--- src/rtl/core/rwlm_pkg.sv ---
// Package for the reader-writer lock manager: sizes, operation and status codes,
// and the command and status bundles between the controller and the datapath.
// No dependencies.
package rwlm_pkg;

  localparam int QueueDepth = 16;
  localparam int TidW       = 8;
  localparam int HeadW      = $clog2(QueueDepth);
  localparam int FillW      = $clog2(QueueDepth + 1);
  localparam int OpW        = 3;
  localparam int StatusW    = 3;
  localparam int ReadersW   = 16;
  localparam int WritersW   = 5;

  localparam logic [ReadersW-1:0] ReaderMax = '1;
  localparam logic [WritersW-1:0] WriterMax = '1;

  localparam logic [OpW-1:0] OpAcqRead  = 3'd0;
  localparam logic [OpW-1:0] OpAcqWrite = 3'd1;
  localparam logic [OpW-1:0] OpTryRead  = 3'd2;
  localparam logic [OpW-1:0] OpTryWrite = 3'd3;
  localparam logic [OpW-1:0] OpRelRead  = 3'd4;
  localparam logic [OpW-1:0] OpRelWrite = 3'd5;

  localparam logic [StatusW-1:0] StGranted = 3'd0;
  localparam logic [StatusW-1:0] StQueued  = 3'd1;
  localparam logic [StatusW-1:0] StRefused = 3'd2;
  localparam logic [StatusW-1:0] StWoken   = 3'd3;
  localparam logic [StatusW-1:0] StError   = 3'd4;
  localparam logic [StatusW-1:0] StFull    = 3'd5;

  typedef struct packed {
    logic latch;  // capture the incoming request
    logic exec;   // decide the request, update counts, send its first word
    logic wake;   // pop one waiter and send its wake word
  } cmd_t;

  typedef struct packed {
    logic out_free;    // output register can take a word this cycle
    logic exec_wakes;  // the request being decided wakes at least one thread
    logic wake_last;   // exactly one wake remains
  } status_t;

endpackage

--- src/rtl/core/reader_writer_lock_manager_unit.sv ---
// Top level of the reader-writer lock manager: controller plus datapath.
// Depends on rwlm_pkg, rwlm_ctrl and rwlm_datapath.
//
//   Channel | Direction | Handshake              | Word
//   in      | input     | in_valid_i/in_stall_o  | operation_i, thread_id_i
//   out     | output    | out_valid_o/out_stall_i| status_o, thread_id_res_o,
//           |           |                        | readers_now_o, writers_now_o, last_o
//
// A request is captured first and then decided, which loads its first result word into
// the output register. Each woken thread then adds one wake word, sent one at a time
// through the single queue read port; a write release can wake up to 16 readers.
// The next request is taken while the final word still waits in the output register.
// Reset clears the counts and queue pointers; queue entries are not cleared.
// A stalled output holds the word and holds the sequencer until it is taken.
module reader_writer_lock_manager_unit (
  input  logic                          clk_i,
  input  logic                          rst_ni,
  input  logic                          in_valid_i,
  output logic                          in_stall_o,
  input  logic [rwlm_pkg::OpW-1:0]      operation_i,
  input  logic [rwlm_pkg::TidW-1:0]     thread_id_i,
  output logic                          out_valid_o,
  input  logic                          out_stall_i,
  output logic [rwlm_pkg::StatusW-1:0]  status_o,
  output logic [rwlm_pkg::TidW-1:0]     thread_id_res_o,
  output logic [rwlm_pkg::ReadersW-1:0] readers_now_o,
  output logic [rwlm_pkg::WritersW-1:0] writers_now_o,
  output logic                          last_o
);
  import rwlm_pkg::*;

  cmd_t    cmd;
  status_t stat;

  rwlm_ctrl u_ctrl (
    .clk_i      (clk_i),
    .rst_ni     (rst_ni),
    .in_valid_i (in_valid_i),
    .in_stall_o (in_stall_o),
    .cmd_o      (cmd),
    .stat_i     (stat)
  );

  rwlm_datapath u_dp (
    .clk_i           (clk_i),
    .rst_ni          (rst_ni),
    .operation_i     (operation_i),
    .thread_id_i     (thread_id_i),
    .out_valid_o     (out_valid_o),
    .out_stall_i     (out_stall_i),
    .status_o        (status_o),
    .thread_id_res_o (thread_id_res_o),
    .readers_now_o   (readers_now_o),
    .writers_now_o   (writers_now_o),
    .last_o          (last_o),
    .cmd_i           (cmd),
    .stat_o          (stat)
  );

endmodule

--- src/rtl/core/rwlm_ctrl.sv ---
// Controller of the reader-writer lock manager: request sequencing state machine.
// Depends on rwlm_pkg.
module rwlm_ctrl (
  input  logic             clk_i,
  input  logic             rst_ni,
  input  logic             in_valid_i,
  output logic             in_stall_o,
  output rwlm_pkg::cmd_t    cmd_o,
  input  rwlm_pkg::status_t stat_i
);
  import rwlm_pkg::*;

  localparam logic [1:0] SIdle = 2'd0;
  localparam logic [1:0] SExec = 2'd1;
  localparam logic [1:0] SWake = 2'd2;

  logic [1:0] state_q, state_d;

  assign in_stall_o  = (state_q != SIdle);
  assign cmd_o.latch = (state_q == SIdle) && in_valid_i;
  assign cmd_o.exec  = (state_q == SExec) && stat_i.out_free;
  assign cmd_o.wake  = (state_q == SWake) && stat_i.out_free;

  always_comb begin
    state_d = state_q;
    case (state_q)
      SIdle: begin
        if (in_valid_i) state_d = SExec;
      end
      SExec: begin
        if (stat_i.out_free) state_d = stat_i.exec_wakes ? SWake : SIdle;
      end
      SWake: begin
        if (stat_i.out_free && stat_i.wake_last) state_d = SIdle;
      end
      default: state_d = SIdle;
    endcase
  end

  always_ff @(posedge clk_i or negedge rst_ni) begin
    if (!rst_ni) begin
      state_q <= SIdle;
    end else begin
      state_q <= state_d;
    end
  end

endmodule

--- src/rtl/core/rwlm_datapath.sv ---
// Datapath of the reader-writer lock manager: counts, the two wait queues,
// the request decision and the output register. Depends on rwlm_pkg.
module rwlm_datapath (
  input  logic                          clk_i,
  input  logic                          rst_ni,
  input  logic [rwlm_pkg::OpW-1:0]      operation_i,
  input  logic [rwlm_pkg::TidW-1:0]     thread_id_i,
  output logic                          out_valid_o,
  input  logic                          out_stall_i,
  output logic [rwlm_pkg::StatusW-1:0]  status_o,
  output logic [rwlm_pkg::TidW-1:0]     thread_id_res_o,
  output logic [rwlm_pkg::ReadersW-1:0] readers_now_o,
  output logic [rwlm_pkg::WritersW-1:0] writers_now_o,
  output logic                          last_o,
  input  rwlm_pkg::cmd_t                 cmd_i,
  output rwlm_pkg::status_t              stat_o
);
  import rwlm_pkg::*;

  localparam logic [FillW-1:0] FillFull = FillW'(QueueDepth);
  localparam logic [FillW:0]   DepthX   = (FillW + 1)'(QueueDepth);
  localparam logic [HeadW-1:0] HeadLast = HeadW'(QueueDepth - 1);

  // Request latched at acceptance.
  logic [OpW-1:0]  op_q;
  logic [TidW-1:0] tid_q;

  // Lock state.
  logic [ReadersW-1:0] rc_q;
  logic [WritersW-1:0] wc_q;
  logic [HeadW-1:0]    rhead_q, whead_q;
  logic [FillW-1:0]    rfill_q, wfill_q;
  logic [TidW-1:0]     rids_q [QueueDepth];
  logic [TidW-1:0]     wids_q [QueueDepth];

  // Pending wakes of the current request.
  logic [FillW-1:0] wake_cnt_q;
  logic             wake_w_q;

  // Output register.
  logic                out_valid_q;
  logic [StatusW-1:0]  ost_q;
  logic [TidW-1:0]     otid_q;
  logic [ReadersW-1:0] ord_q;
  logic [WritersW-1:0] owr_q;
  logic                olast_q;

  // Decision of the latched request.
  logic [StatusW-1:0]  st_d;
  logic [ReadersW-1:0] rc_d;
  logic [WritersW-1:0] wc_d;
  logic                push_r, push_w;
  logic [FillW-1:0]    nwake;
  logic                wake_w;

  always_comb begin
    st_d   = StError;
    rc_d   = rc_q;
    wc_d   = wc_q;
    push_r = 1'b0;
    push_w = 1'b0;
    nwake  = '0;
    wake_w = 1'b0;
    case (op_q)
      OpAcqRead: begin
        if (wc_q == '0) begin
          if (rc_q == ReaderMax) begin
            st_d = StRefused;
          end else begin
            rc_d = rc_q + 1'b1;
            st_d = StGranted;
          end
        end else if (rfill_q == FillFull) begin
          st_d = StFull;
        end else begin
          push_r = 1'b1;
          st_d   = StQueued;
        end
      end
      OpAcqWrite: begin
        if (wc_q == '0 && rc_q == '0) begin
          wc_d = WritersW'(1);
          st_d = StGranted;
        end else if (wfill_q == FillFull) begin
          st_d = StFull;
        end else if (wc_q == WriterMax) begin
          st_d = StRefused;
        end else begin
          wc_d   = wc_q + 1'b1;
          push_w = 1'b1;
          st_d   = StQueued;
        end
      end
      OpTryRead: begin
        if (wc_q == '0 && rc_q != ReaderMax) begin
          rc_d = rc_q + 1'b1;
          st_d = StGranted;
        end else begin
          st_d = StRefused;
        end
      end
      OpTryWrite: begin
        if (wc_q == '0 && rc_q == '0) begin
          wc_d = WritersW'(1);
          st_d = StGranted;
        end else begin
          st_d = StRefused;
        end
      end
      OpRelRead: begin
        if (rc_q != '0) begin
          rc_d = rc_q - 1'b1;
          st_d = StGranted;
          // The last reader out hands the lock to the oldest waiting writer.
          if (rc_q == ReadersW'(1) && wc_q != '0 && wfill_q != '0) begin
            nwake  = FillW'(1);
            wake_w = 1'b1;
          end
        end
      end
      OpRelWrite: begin
        if (wc_q != '0 && rc_q == '0) begin
          wc_d = wc_q - 1'b1;
          st_d = StGranted;
          if (wc_q != WritersW'(1)) begin
            if (wfill_q != '0) begin
              nwake  = FillW'(1);
              wake_w = 1'b1;
            end
          end else begin
            // No writer left: every queued reader is woken and counted at once,
            // so all words of this request report the final reader count.
            nwake = rfill_q;
            rc_d  = ReadersW'(rfill_q);
          end
        end
      end
      default: st_d = StError;
    endcase
  end

  // Queue tails and head advance.
  logic [FillW:0]   rtail_sum, wtail_sum;
  logic [HeadW-1:0] rtail, wtail, rhead_nx, whead_nx;

  always_comb begin
    rtail_sum = {1'b0, FillW'(rhead_q)} + {1'b0, rfill_q};
    wtail_sum = {1'b0, FillW'(whead_q)} + {1'b0, wfill_q};
    if (rtail_sum >= DepthX) rtail_sum = rtail_sum - DepthX;
    if (wtail_sum >= DepthX) wtail_sum = wtail_sum - DepthX;
    rtail    = rtail_sum[HeadW-1:0];
    wtail    = wtail_sum[HeadW-1:0];
    rhead_nx = (rhead_q == HeadLast) ? '0 : rhead_q + 1'b1;
    whead_nx = (whead_q == HeadLast) ? '0 : whead_q + 1'b1;
  end

  assign stat_o.out_free   = !out_valid_q || !out_stall_i;
  assign stat_o.exec_wakes = (nwake != '0);
  assign stat_o.wake_last  = (wake_cnt_q == FillW'(1));

  always_ff @(posedge clk_i or negedge rst_ni) begin
    if (!rst_ni) begin
      rc_q        <= '0;
      wc_q        <= '0;
      rhead_q     <= '0;
      rfill_q     <= '0;
      whead_q     <= '0;
      wfill_q     <= '0;
      wake_cnt_q  <= '0;
      wake_w_q    <= 1'b0;
      out_valid_q <= 1'b0;
    end else begin
      if (cmd_i.exec || cmd_i.wake) begin
        out_valid_q <= 1'b1;
      end else if (!out_stall_i) begin
        out_valid_q <= 1'b0;
      end
      if (cmd_i.exec) begin
        rc_q       <= rc_d;
        wc_q       <= wc_d;
        wake_cnt_q <= nwake;
        wake_w_q   <= wake_w;
        if (push_r) rfill_q <= rfill_q + 1'b1;
        if (push_w) wfill_q <= wfill_q + 1'b1;
      end else if (cmd_i.wake) begin
        wake_cnt_q <= wake_cnt_q - 1'b1;
        if (wake_w_q) begin
          whead_q <= whead_nx;
          wfill_q <= wfill_q - 1'b1;
        end else begin
          rhead_q <= rhead_nx;
          rfill_q <= rfill_q - 1'b1;
        end
      end
    end
  end

  always_ff @(posedge clk_i) begin
    if (cmd_i.latch) begin
      op_q  <= operation_i;
      tid_q <= thread_id_i;
    end
    if (cmd_i.exec && push_r) rids_q[rtail] <= tid_q;
    if (cmd_i.exec && push_w) wids_q[wtail] <= tid_q;
    if (cmd_i.exec) begin
      ost_q   <= st_d;
      otid_q  <= tid_q;
      ord_q   <= rc_d;
      owr_q   <= wc_d;
      olast_q <= (nwake == '0);
    end else if (cmd_i.wake) begin
      ost_q   <= StWoken;
      otid_q  <= wake_w_q ? wids_q[whead_q] : rids_q[rhead_q];
      ord_q   <= rc_q;
      owr_q   <= wc_q;
      olast_q <= (wake_cnt_q == FillW'(1));
    end
  end

  assign out_valid_o     = out_valid_q;
  assign status_o        = ost_q;
  assign thread_id_res_o = otid_q;
  assign readers_now_o   = ord_q;
  assign writers_now_o   = owr_q;
  assign last_o          = olast_q;

endmodule

--- config.mk ---
export PLATFORM = sky130hd
export DESIGN_NAME = reader_writer_lock_manager_unit
export DESIGN_NICKNAME = d
export VERILOG_FILES = /design/src/rtl/core/rwlm_pkg.sv /design/src/rtl/core/reader_writer_lock_manager_unit.sv /design/src/rtl/core/rwlm_ctrl.sv /design/src/rtl/core/rwlm_datapath.sv
export SDC_FILE = /design/constraint.sdc
export NUM_CORES = 1
export LEC_CHECK = 0
export ABC_AREA = 1
export ABC_CLOCK_PERIOD_IN_PS = 3400
export BUFFER_PORTS_ARGS = -buffer_cell sky130_fd_sc_hd__buf_4
export CORE_AREA = 2 2 229 231
export CTS_CLUSTER_DIAMETER = 200
export CTS_CLUSTER_SIZE = 20
export DETAILED_ROUTE_END_ITERATION = 10
export DIE_AREA = 0 0 231 233
export HOLD_SLACK_MARGIN = 0.15
export PLACE_DENSITY = 0.58
export SETUP_SLACK_MARGIN = 0.3
export SLEW_MARGIN = 20
export SYNTH_ARGS = -nofsm -noshare
export SYNTH_HDL_FRONTEND = slang
export SYNTH_HIERARCHICAL = 1
export SYNTH_SLANG_ARGS = --single-unit
--- constraint.sdc ---
create_clock -name clk_i -period 3.4 [get_ports clk_i]
set_input_delay 0.34 -clock clk_i [delete_from_list [all_inputs] [get_ports clk_i]]
set_output_delay 0.34 -clock clk_i [all_outputs]
set_load 0.02 [all_outputs]
# Word-level counts from Yosys, hierarchy flattened
# Memory sizes are Yosys's and may differ from the RTL's.
# Index checks and enable logic that the tools add are counted.
# classes
mux,79
eq_ne,24
bitwise_logic,2
add_sub_neg,15
n_reduce_logical,32
n_lt_le_gt_ge,2
# op_table
op,n
16-bit two-way mux,8
5-bit two-way mux,20
16-bit case mux with 4 select lines,1
3-bit two-way mux,8
8-bit two-way mux,3
1-bit two-way mux,22
"5-bit by 1-bit subtractor with 5-bit output, second input constant",4
3-bit case mux with 6 select lines,1
"16-bit by 1-bit adder with 16-bit output, second input constant",1
"16-bit by 1-bit equality test with 1-bit output, second input constant",1
"16-bit equality test, second input constant",1
16-bit zero test,1
2-bit two-way mux,8
4-bit two-way mux,4
"16-bit inequality test, second input constant",1
16-bit nonzero test,1
"16-bit by 1-bit subtractor with 16-bit output, second input constant",1
"5-bit by 1-bit adder with 5-bit output, second input constant",3
"5-bit equality test, second input constant",3
5-bit case mux with 3 select lines,1
3-bit AND reduction,5
5-bit nonzero test,3
4-bit by 5-bit adder with 6-bit output,2
"6-bit by 5-bit >= comparator with 1-bit output, second input constant",2
other kinds (23),49
# totals
input_bits,15
n_memories,2
output_inout_bits,35
ram_bits,256
wordCells,173
register_bits,92
# memory_table
memory,depth,width,rd,rd_clocked_by_memory_dff,write_ports,line,source
u_dp.rids_q,16,8,1,0,1,rwlm_datapath.sv:33,logic [TidW-1:0] rids_q [QueueDepth];
u_dp.wids_q,16,8,1,0,1,rwlm_datapath.sv:34,logic [TidW-1:0] wids_q [QueueDepth];

# Logic depth before layout (Yosys ltp)
# Gate-level depths: netlist of run 1.
# depth
depth_word,10
mapped_depth,12
ltp_nobuf,12

# Cells and area by module
# The synthesis of run 1 kept the hierarchy.
# modules_own_cells
module,cells_per_inst,seq_area_each_um2,area_per_inst_um2,n_inst
rwlm_datapath,1557,10159.7,16115.5,1
rwlm_ctrl,17,50.0,115.1,1

# Least setup slack after synthesis of run 1
# No wires, ideal clock.
# synth_path
path_kind,register -> register
from,"reg u_dp.out_valid_q, in the netlist u_dp/out_valid_o"
to,reg u_dp.rfill_q[4]
path_slack_ps,938
synth_period_minus_slack_ps,2462
setup_ps,79
path_stages_with_launch,11
n_path_buf,2
arrival_time_ps,2383
t_required_ps,3321
cell_sequence,dfrtp_1 nand2_1 inv_2 nor2_1 buf_2 buf_2 nor2_1 inv_1 o21ai_4 nor2_1 xor2_1
# synth_rtl
item,line,source
start: declaration,rwlm_datapath.sv:41,logic out_valid_q;
start signal: assignment,rwlm_datapath.sv:171,out_valid_q <= 1'b0;
start signal: assignment,rwlm_datapath.sv:174,out_valid_q <= 1'b1;
start signal: assignment,rwlm_datapath.sv:176,out_valid_q <= 1'b0;
end signal: assignment,rwlm_datapath.sv:183,if (push_r) rfill_q <= rfill_q + 1'b1;
end signal: assignment,rwlm_datapath.sv:192,rfill_q <= rfill_q - 1'b1;
end: declaration,rwlm_datapath.sv:32,"logic [FillW-1:0] rfill_q, wfill_q;"

==> impl_metrics.csv, run 1 <==
group,metric,value,unit
yosys,synth.net_count,1616,
yosys,synth_edf_count,300,
sta,fmax,344,MHz
yosys,synth_common_cells,"edfxtp_1, nor2_1, nand2_1, o21ai_0, nand3_1",
sta,skew,0.0215,ns
worst_setup_path,cp.required,3.58,ns
yosys,yosys.area_share.adder,2.27,%
job,cap_violations,0,
routing,wl_per_cell,18.1,µm
sta,period_needed,2.91,ns
pwr,power_frac_seq,52.0,%
placed_design,port_buffers,49,
sta,worstMarginPinSlew,0.916,ns
yosys,synth_xor_area_share,1.30,%
die,rows,83,
die,initial_core_util,31.8,%
yosys,synth_compound_area_share,9.72,%
pwr,leakage,6.49,nW
cts,clockRootBuffer,"clkbuf_16",
sta,rsz0062_at_grt,"false",
yosys,yosys_warnings,6,
pwr,switching_share,33.8,%
global_routing,grt_pass1_wl,64.7,mm
yosys,synth_top_family_by_area,"simple AND/OR/NAND/NOR gates",
global_routing,antenna_found_initial,0,
placed_design,dpl_cell_area,17300,µm²
final_layout,fillerInstances,5126,
final_layout,n_antenna_cell,0,
pwr,p_per_area,585,nW/µm²
pwr,max-vdd-ir-drop,0.000316,V
yosys,netlist_top_cells_area,"edfxtp_1, dfrtp_1, nor2_1",
sta,whs,0.375,ns
global_routing,grt_usage,15.4,%
worst_hold_path,hold_class,"in -> async",
final_layout,layout-drive-gt1-share,9.88,%
yosys,yosys.area.top_type,"edfxtp_1",
pwr,p_switching,0.00357,W
yosys,yosysMostFrequentCell,"edfxtp_1",
worst_setup_path,arrival,3.09,ns
sta,hold_violations,0,
placed_design,place_hpwl,27.7,mm
die,die_x,231,µm
outcome,status,"finished clean",
routing,vias_per_cell,5.07,
routing,firstDrtPassIters,6,
yosys,synthArstFlopShare,13.8,%
sta,setup_violations,0,
yosys,yosys_most_used_dff,"edfxtp_1",
placed_design,gp_congestion,0.938,
final_layout,stdcell_area,18100,µm²
final_layout,final_core_util,35.3,%
yosys,synth-simple-area-share,19.6,%
yosys,synth_top_area_share,55.5,%
worst_setup_path,path_max_fanout,17,
placed_design,dp.cells,2266,
cts,cts_tree,"done",
final_layout,stdcell_count,2310,
routing,wl,41.9,mm
pwr,power.share.clock,23.8,%
sta,slew_headroom,39.0,%
worst_setup_path,end_kind,"register",
cts,clk_pin_slew,0.10,ns
global_routing,grt_max_degree,68,
sta,final_max_slew_viol_count,0,
routing,drtAntennaViolNets,0,
cts,clockBufferDepth,3,
routing,drc_errors,0,
pwr,intPower,0.00700,W
cts,h-tree-depth,1,
yosys,synth.distinct_cells,44,
cts,clkLatencyLatePin,0.55,ns
die,coreArea,51100,µm²
yosys,postSynthAreaPerCell,10.3,µm²
yosys,synthCells,1574,
routing,drtIter0Drc,1430,
cts,cts_buffers,21,
worst_setup_path,path_class,"in -> reg",
final_layout,fin_nets,1665,
sta,setup_tns,0,ns
die,dieArea,53800,µm²
yosys,synth-seq-cells,348,
die,die_y,233,µm
cts,clock-sinks,348,
global_routing,grt_pass1_vias,11200,
sta,fin_crit_sh,85.5,%
yosys,syn_area,16200,µm²
die,io_pins,50,
yosys,ys_seq_area_share,62.9,%
final_layout,syn2layout_area_growth,11.3,%
worst_setup_path,startpoint_type,"primary input",
global_routing,overflow,0,
routing,vias,11700,
pwr,combPwrFrac,24.1,%
yosys,synth_mux_area_share,0,%
worst paths after layout:
check | cells after the start | start | end | slack [ns]
min reg2reg | 1 | u_dp/rfill_q[4] | u_dp/rfill_q[4] | 0.50
max in group asynchronous | 2 | rst_ni | u_dp/rhead_q[0] | 2.52
min | 2 | rst_ni | u_dp/wc_q[1] | 0.37
max | 11 | out_stall_i | u_dp/wids_q[4][3] | 0.49
max reg2reg | 9 | u_dp/out_valid_o | u_dp/wids_q[4][3] | 0.60
min in group clk_i | 1 | u_dp/rfill_q[4] | u_dp/rfill_q[4] | 0.50
power by group through the flow:
| stage | Clock (W) | Combinational (W) | Sequential, W |
|---|---|---|---|
| 6_report | 0.00252 | 0.00255 | 0.00550 |
| 2_1_floorplan | 0 | 0.00183 | 0.00547 |
| 5_1_grt | 0.00274 | 0.00286 | 0.00556 |
| 3_3_place_gp | 0 | 0.00250 | 0.00559 |
| 3_5_place_dp | 0 | 0.00251 | 0.00558 |
| 4_1_cts | 0.00260 | 0.00254 | 0.00550 |
cell usage in the layout (no fill, tap or decap), types with 2 or more instances in the layout:
cell type	Yosys	layout
a21oi_1	23	23
buf_4	5	76
clkbuf_1	29	7
clkbuf_16	0	21
clkinv_1	6	7
dfrtp_1	48	46
dfrtp_2	0	2
dlygate4sd3_1	0	14
edfxtp_1	300	300
fa_1	4	4
ha_1	23	23
inv_1	81	80
inv_2	11	11
nand2_1	268	268
nand2_2	9	9
nand2_4	4	4
nand3_1	102	102
nand3_2	7	7
nand4_1	26	26
nor2_1	291	290
nor2_2	9	10
nor2_4	8	8
nor3_1	6	6
o2111ai_1	2	2
o211ai_1	40	40
o21ai_0	156	156
o21ai_1	13	13
o21ai_2	3	3
o22ai_1	32	32
or2_2	2	2
xnor2_1	6	6
xor2_1	18	18
worst max-delay path, stage by stage:
cell and delay, ns:
dlygate4sd3_1 0.57, buf_4 0.14, nand2_1 0.17, inv_2 0.07, nor2_2 0.37, inv_2 0.27
nor2_2 0.21, nand2_4 0.10, inv_2 0.12, nand3_2 0.16, nor2_1 0.56
cell type report:
type	instances	area [µm²]	area share [%]
multi-input combinational	1063	5340	29.6
inverter	99	373	2.06
clock buffer	28	552	3.06
tap	680	851	4.71
timing repair buffer	90	711	3.93
clock inverter	2	25.0	0.139
sequential	348	10200	56.5
state kept, by name, indices dropped and copies added, names as in the netlist, 8 cells and up:
register              flops
u_dp/rids_q             128
u_dp/wids_q             128
u_dp/rc_q                16
u_dp/readers_now_o       16
u_dp/thread_id_res_o      8
u_dp/tid_q                8
what timing repair did:
action | CTS | global route
endpoints found under the setup margin | 0 | 0
buffers inserted | 0 | 0
resized for setup | 0 | 0
hold buffers | 14 | 0
endpoints found under the hold margin | 61 | 0
per-stage QoR:
| stage | setup slack, ns | power [W] |
|---|---|---|
| floorplan | 0.938 | 0.00730 |
| global placement | 0.614 | 0.00808 |
| detailed placement | 0.501 | 0.00809 |
| CTS | 0.457 | 0.0106 |
| global route | 0.304 | 0.0112 |
| finish | 0.495 | 0.0106 |
cell families (layout without fill, tap and decap cells):
logic type / count (synthesis) / after routing
buffers and inverters: 163 / 219
adder cells (fa/ha/maj): 27 / 27
flip-flops: 348 / 348
AND/OR/NAND/NOR: 736 / 736
XOR/XNOR: 24 / 24
AO/OA/AOI/OAI: 276 / 276
per-layer routing:
layer	part of all wire (%)	wire length, µm	GRT usage, %
met1	46	19400	22.1
met2	45	18700	24.0
met3	6.4	2670	2.55
met4	2.6	1090	4.44
met5	0	0	0
Power figures use the tool's default switching activity.
==> run 2: changes to the inputs <==
--- a/config.mk
+++ b/config.mk
@@ -14,7 +14,7 @@
 export DETAILED_ROUTE_END_ITERATION = 10
 export DIE_AREA = 0 0 231 233
 export HOLD_SLACK_MARGIN = 0.15
-export PLACE_DENSITY = 0.58
+export PLACE_DENSITY = 0.52
 export SETUP_SLACK_MARGIN = 0.3
 export SLEW_MARGIN = 20
 export SYNTH_ARGS = -nofsm -noshare
==> impl_metrics.csv, run 2 (same netlist as run 1, synthesis figures left out) <==
group,metric,value,unit
global_routing,grt_pass1_wl,66.5,mm
die,die_x,231,µm
worst_setup_path,path_class,"reg -> reg",
worst_setup_path,end_kind,"register",
pwr,power.share.clock,24.4,%
sta,rsz0062_at_grt,"false",
final_layout,regArea,10200,µm²
final_layout,multi_input_area,5340,µm²
cts,ctsResizeCount,0,
die,rows,83,
final_layout,syn2layout_area_growth,11.6,%
placed_design,preCtsSetupSlack,0.661,ns
sta,period_needed,2.72,ns
worst_hold_path,hold_class,"in -> reg",
sta,setup_violations,0,
worst_setup_path,max_stage_delay,0.59,ns
cts,post_cts_buffers,0,
worst_setup_path,cp.required,3.55,ns
final_layout,final_common_cell,"edfxtp_1",
pwr,p_per_area,586,nW/µm²
pwr,intPower,0.00703,W
worst_setup_path,r2r-start,"u_dp/rc_q[1]",
worst_setup_path,reg2reg_slack,0.68,ns
sta,worstMarginPinSlew,0.836,ns
routing,wl,43.5,mm
routing,wl_per_cell,18.7,µm
final_layout,layout-drive-gt1-share,10.1,%
final_layout,stdcell_area,18100,µm²
job,cap_violations,0,
worst_hold_path,min_path_cells,3,
routing,vias_per_cell,5.07,
worst_setup_path,reg2reg_depth,11,
placed_design,place_hpwl,29.4,mm
worst_setup_path,cpMaxStageDelayCell,"nor2_1",
sta,fin_crit_sh,80.0,%
sta,final.setup.worst_slack,0.682,ns
sta,skew,0.0341,ns
pwr,switching_share,33.7,%
final_layout,mostFrequentLayoutCells,"edfxtp_1, nor2_1, nand2_1, o21ai_0, nand3_1",
global_routing,grt_max_degree,67,
cts,clockBufferDepth,3,
final_layout,n_antenna_cell,0,
cts,clk_pin_slew,0.10,ns
sta,setup_tns,0,ns
worst_setup_path,crit_path_cell_trace,"inv_1 -> ha_1 -> nand3_2 -> nor2_4 -> nand2_2 -> clkinv_2 -> nand2_4 -> nand2_4 -> inv_2 -> nand3_2 -> nor2_1",
cts,clkLatencyLatePin,0.55,ns
cts,clockRootBuffer,"clkbuf_16",
routing,firstDrtPassIters,7,
pwr,power_frac_seq,51.6,%
global_routing,overflow,0,
routing,drc_errors,0,
cts,clock-sinks,348,
final_layout,top_regs,"u_dp/rids_q: 128 flops, u_dp/wids_q: 128 flops",
pwr,leakage,6.51,nW
worst_setup_path,path_delay_family,"simple AND/OR/NAND/NOR gates",
final_layout,fillerInstances,5160,
pwr,p_switching,0.00358,W
cts,cts_buffers,21,
die,coreArea,51100,µm²
sta,slew_headroom,44.1,%
worst_hold_path,hold_end,"u_dp/out_valid_o",
die,initial_core_util,31.8,%
sta,final_max_slew_viol_count,0,
worst_setup_path,cp_num_buf_inv,3,
die,io_pins,50,
cts,h-tree-depth,1,
routing,drtAntennaViolNets,0,
worst_setup_path,path_max_fanout,8,
cts,cts_tree,"done",
final_layout,fin_nets,1669,
cts,hold_buffers,13,
worst_setup_path,arrival,2.87,ns
global_routing,antenna_found_initial,0,
global_routing,grt_pass1_vias,11200,
pwr,max-vdd-ir-drop,0.000327,V
placed_design,port_buffers,49,
worst_setup_path,r2r_end,"u_dp/wids_q[9][3]",
die,dieArea,53800,µm²
final_layout,stdcell_count,2321,
routing,vias,11800,
placed_design,gp_congestion,0.953,
die,die_y,233,µm
placed_design,dpl_cell_area,17400,µm²
outcome,status,"finished clean",
placed_design,dp.cells,2271,
sta,whs,0.220,ns
worst_setup_path,crit_start,"u_dp/rc_q[1]",
pwr,combPwrFrac,24.0,%
sta,fmax,368,MHz
global_routing,grt_usage,15.9,%
routing,drtIter0Drc,1370,
sta,hold_violations,0,
worst_hold_path,min_from,"out_stall_i",
worst_setup_path,startpoint_type,"register",
[run 2: cell count changes in the layout (fill, tap and decap cells not counted)]
cell / before / now
buf_4: 76 / 81
clkbuf_1: 7 / 15
clkinv_1: 7 / 6
dlygate4sd3_1: 14 / 13
inv_2: 11 / 12
inv_6: 1 / 0
[run 2: metrics by stage]
| step | power (W) | util (%) |
|---|---|---|
| global placement | 0.00807 | 34.0 |
| floorplan | 0.00730 | - |
| finish | 0.0106 | 35.4 |
| global route | 0.0112 | 35.4 |
| CTS | 0.0107 | 35.4 |
| detailed placement | 0.00807 | 34.0 |
[run 2: per-layer routing]
metal / vias to the layer above / share of wire [%] / track usage [%]
met3: 70 / 5.8 / 2.12
li1: 5554 / - / -
met5: - / 0 / 0
met4: 0 / 2.0 / 3.45
met1: 5745 / 48 / 23.4
met2: 402 / 44 / 24.8
[run 2: final cells by class]
type	count	share of cell area, %
clock inverters	1	0.0898
well taps	680	4.70
flip-flops and latches	348	56.4
inverters	99	2.06
repair buffers	94	4.08
clock buffers	36	3.21
multi-input cells	1063	29.5
[run 2: tightest hold or removal path, cell delays in order]
cell and delay (ns):
buf_4 0.11, nand2_1 0.16, nand2_1 0.11
[run 2: how the worst max path moves through the flow]
stage | to | depth (start not counted)
after floorplan | u_dp/rfill_q[4] | 10
after global placement | u_dp/rids_q[4][2] | 6
after detailed placement | u_dp/rids_q[4][5] | 6
after CTS | u_dp/rids_q[4][5] | 6
after global routing | u_dp/rids_q[4][7] | 6
final | u_dp/wids_q[9][3] | 11
[run 2: power groups by stage]
stage | logic (W) | clock network, W | registers (W)
after floorplan | 0.00183 | 0 | 0.00547
after global routing | 0.00285 | 0.00281 | 0.00553
after global placement | 0.00251 | 0 | 0.00557
final | 0.00255 | 0.00259 | 0.00548
after detailed placement | 0.00251 | 0 | 0.00556
after CTS | 0.00254 | 0.00266 | 0.00547
==> run 3: changes to the inputs <==
--- a/config.mk
+++ b/config.mk
@@ -6,7 +6,7 @@
 export NUM_CORES = 1
 export LEC_CHECK = 0
 export ABC_AREA = 1
-export ABC_CLOCK_PERIOD_IN_PS = 3400
+export ABC_CLOCK_PERIOD_IN_PS = 2600
 export BUFFER_PORTS_ARGS = -buffer_cell sky130_fd_sc_hd__buf_4
 export CORE_AREA = 2 2 229 231
 export CTS_CLUSTER_DIAMETER = 200
==> constraint.sdc (replaced) <==
create_clock -name clk_i -period 2.6 [get_ports clk_i]
set_input_delay 0.26 -clock clk_i [delete_from_list [all_inputs] [get_ports clk_i]]
set_output_delay 0.26 -clock clk_i [all_outputs]
set_load 0.02 [all_outputs]
==> impl_metrics.csv, run 3 (same netlist as run 1, synthesis figures left out) <==
group,metric,value,unit
outcome,status,"finished clean",
worst_setup_path,r2r-start,"u_dp/rc_q[0]",
cts,cts_tree,"done",
global_routing,antenna_found_initial,0,
routing,drtAntennaViolNets,0,
worst_setup_path,cpMostUsedCell,"nor2_4",
worst_hold_path,hold_class,"in -> reg",
placed_design,port_buffers,49,
final_layout,syn2layout_area_growth,17.0,%
worst_setup_path,end_kind,"register",
worst_hold_path,hold_end,"u_ctrl/state_q[0]",
routing,drtIter0Drc,1261,
worst_setup_path,path_max_fanout,15,
worst_setup_path,path_delay_family,"simple AND/OR/NAND/NOR gates",
pwr,p_per_area,760,nW/µm²
routing,wl_per_cell,18.8,µm
worst_setup_path,reg2reg_depth,12,
global_routing,overflow,0,
global_routing,grt_pass1_vias,11700,
final_layout,final_common_cell,"edfxtp_1",
worst_setup_path,max_stage_delay,0.39,ns
sta,skew,0.0196,ns
final_layout,fillerInstances,5043,
sta,rsz0062_at_grt,"true",
cts,clkLatencyLatePin,0.55,ns
routing,firstDrtPassIters,7,
sta,worstMarginPinSlew,0.767,ns
cts,clockRootBuffer,"clkbuf_16",
die,dieArea,53800,µm²
sta,setup_tns,0,ns
placed_design,place_hpwl,30.9,mm
sta,hold_violations,0,
worst_hold_path,min_from,"out_stall_i",
worst_setup_path,cp.required,2.98,ns
cts,clk_pin_slew,0.09,ns
worst_setup_path,cpMaxStageDelayCell,"dfrtp_1",
worst_setup_path,path_class,"reg -> reg",
worst_setup_path,startpoint_type,"register",
cts,clock-sinks,348,
die,rows,83,
die,die_x,231,µm
sta,fmax,457,MHz
routing,drc_errors,0,
die,die_y,233,µm
final_layout,n_antenna_cell,0,
placed_design,dp.cells,2334,
worst_setup_path,cp_num_buf_inv,3,
sta,period_needed,2.19,ns
sta,slew_headroom,48.9,%
cts,cts_buffers,21,
die,io_pins,50,
pwr,power.share.clock,23.2,%
pwr,intPower,0.00953,W
placed_design,gp_congestion,0.912,
job,cap_violations,0,
pwr,power_frac_seq,48.5,%
die,initial_core_util,31.8,%
sta,fin_crit_sh,84.1,%
final_layout,fin_nets,1747,
global_routing,grt_usage,16.7,%
global_routing,grt_max_degree,49,
worst_hold_path,min_path_cells,4,
routing,wl,45.0,mm
global_routing,grt_pass1_wl,69.0,mm
routing,vias_per_cell,4.99,
pwr,p_switching,0.00490,W
final_layout,mostFrequentLayoutCells,"edfxtp_1, nor2_1, nand2_1, o21ai_0, buf_4",
sta,setup_violations,0,
pwr,switching_share,34.0,%
pwr,max-vdd-ir-drop,0.000364,V
final_layout,layout-drive-gt1-share,16.4,%
final_layout,stdcell_count,2392,
sta,final_max_slew_viol_count,0,
worst_setup_path,crit_path_cell_trace,"buf_6 -> ha_2 -> nand2_1 -> nor2_4 -> nand2_4 -> nor2_4 -> nor2_4 -> buf_12 -> buf_4 -> nand2_2 -> o221ai_2 -> a21oi_1",
worst_setup_path,r2r_end,"u_dp/readers_now_o[9]",
pwr,leakage,6.94,nW
worst_setup_path,arrival,2.57,ns
routing,vias,11900,
worst_setup_path,reg2reg_slack,0.41,ns
cts,clockBufferDepth,3,
cts,h-tree-depth,1,
final_layout,top_regs,"u_dp/rids_q: 128 flops, u_dp/wids_q: 128 flops",
sta,whs,0.185,ns
die,coreArea,51100,µm²
pwr,combPwrFrac,28.3,%
[run 3: power groups by stage]
stage	clock network, W	registers, W	logic, W
after global placement	0	0.00710	0.00382
after global routing	0.00362	0.00706	0.00454
after CTS	0.00343	0.00699	0.00386
after detailed placement	0	0.00710	0.00381
after floorplan	0	0.00715	0.00240
final	0.00334	0.00700	0.00409
[run 3: cell type report]
type | instances | area, µm² | area share, %
repair buffers | 172 | 1460 | 7.71
inverters | 99 | 395 | 2.08
clock buffers | 28 | 552 | 2.91
multi-input cells | 1063 | 5480 | 28.9
well taps | 680 | 851 | 4.48
clock inverters | 2 | 25.0 | 0.132
flip-flops and latches | 348 | 10200 | 53.8
[run 3: worst min-delay path, delay by kind of cell]
kind | cells | cell delay [ns]
and+or+nand+nor | 1 | 0.11
AOI/OAI and AO/OA | 1 | 0.06
buffers and inverters | 2 | 0.28
[run 3: how the worst max path moves through the flow]
| stage | end | slack, ns | depth (start not counted) | start |
|---|---|---|---|---|
| after floorplan | u_dp/wids_q[13][0] | 0.31 | 11 | u_dp/rc_q[0] |
| after global placement | u_dp/wids_q[13][5] | 0.16 | 12 | u_dp/wc_q[0] |
| after detailed placement | u_dp/wids_q[13][5] | 0.14 | 12 | u_dp/wc_q[0] |
| after CTS | u_dp/thread_id_res_o[6] | 0.32 | 9 | u_dp/rhead_q[0] |
| after global routing | u_dp/writers_now_o[3] | 0.25 | 10 | u_dp/wc_q[1] |
| final | u_dp/readers_now_o[9] | 0.41 | 12 | u_dp/rc_q[0] |
[run 3: metal layers]
metal | vias up | part of all wire [%] | global-route usage [%] | wire, µm
met5 | - | 0 | 0 | 0
met2 | 333 | 46 | 27.4 | 20900
met4 | 0 | 2.9 | 4.52 | 1290
met1 | 5811 | 45 | 22.8 | 20400
met3 | 70 | 5.4 | 2.82 | 2430
li1 | 5719 | - | - | -
[run 3: timing repair]
item,in CTS,in global routing
setup endpoints to repair,40,262
resized for setup,9,51
gates cloned,1,1
hold endpoints to repair,60,0
pin swaps,0,14
hold buffers,13,0
buffers inserted,0,13
[run 3: metrics by stage]
step | setup slack, ns | utilization, % | area, µm² | power, W
6_report | 0.412 | 37.2 | 19000 | 0.0144
4_1_cts | 0.316 | 36.5 | 18700 | 0.0143
2_1_floorplan | 0.307 | - | 16200 | 0.00955
5_1_grt | 0.245 | 37.2 | 19000 | 0.0152
3_3_place_gp | 0.163 | 35.1 | 17900 | 0.0109
3_5_place_dp | 0.142 | 35.1 | 17900 | 0.0109
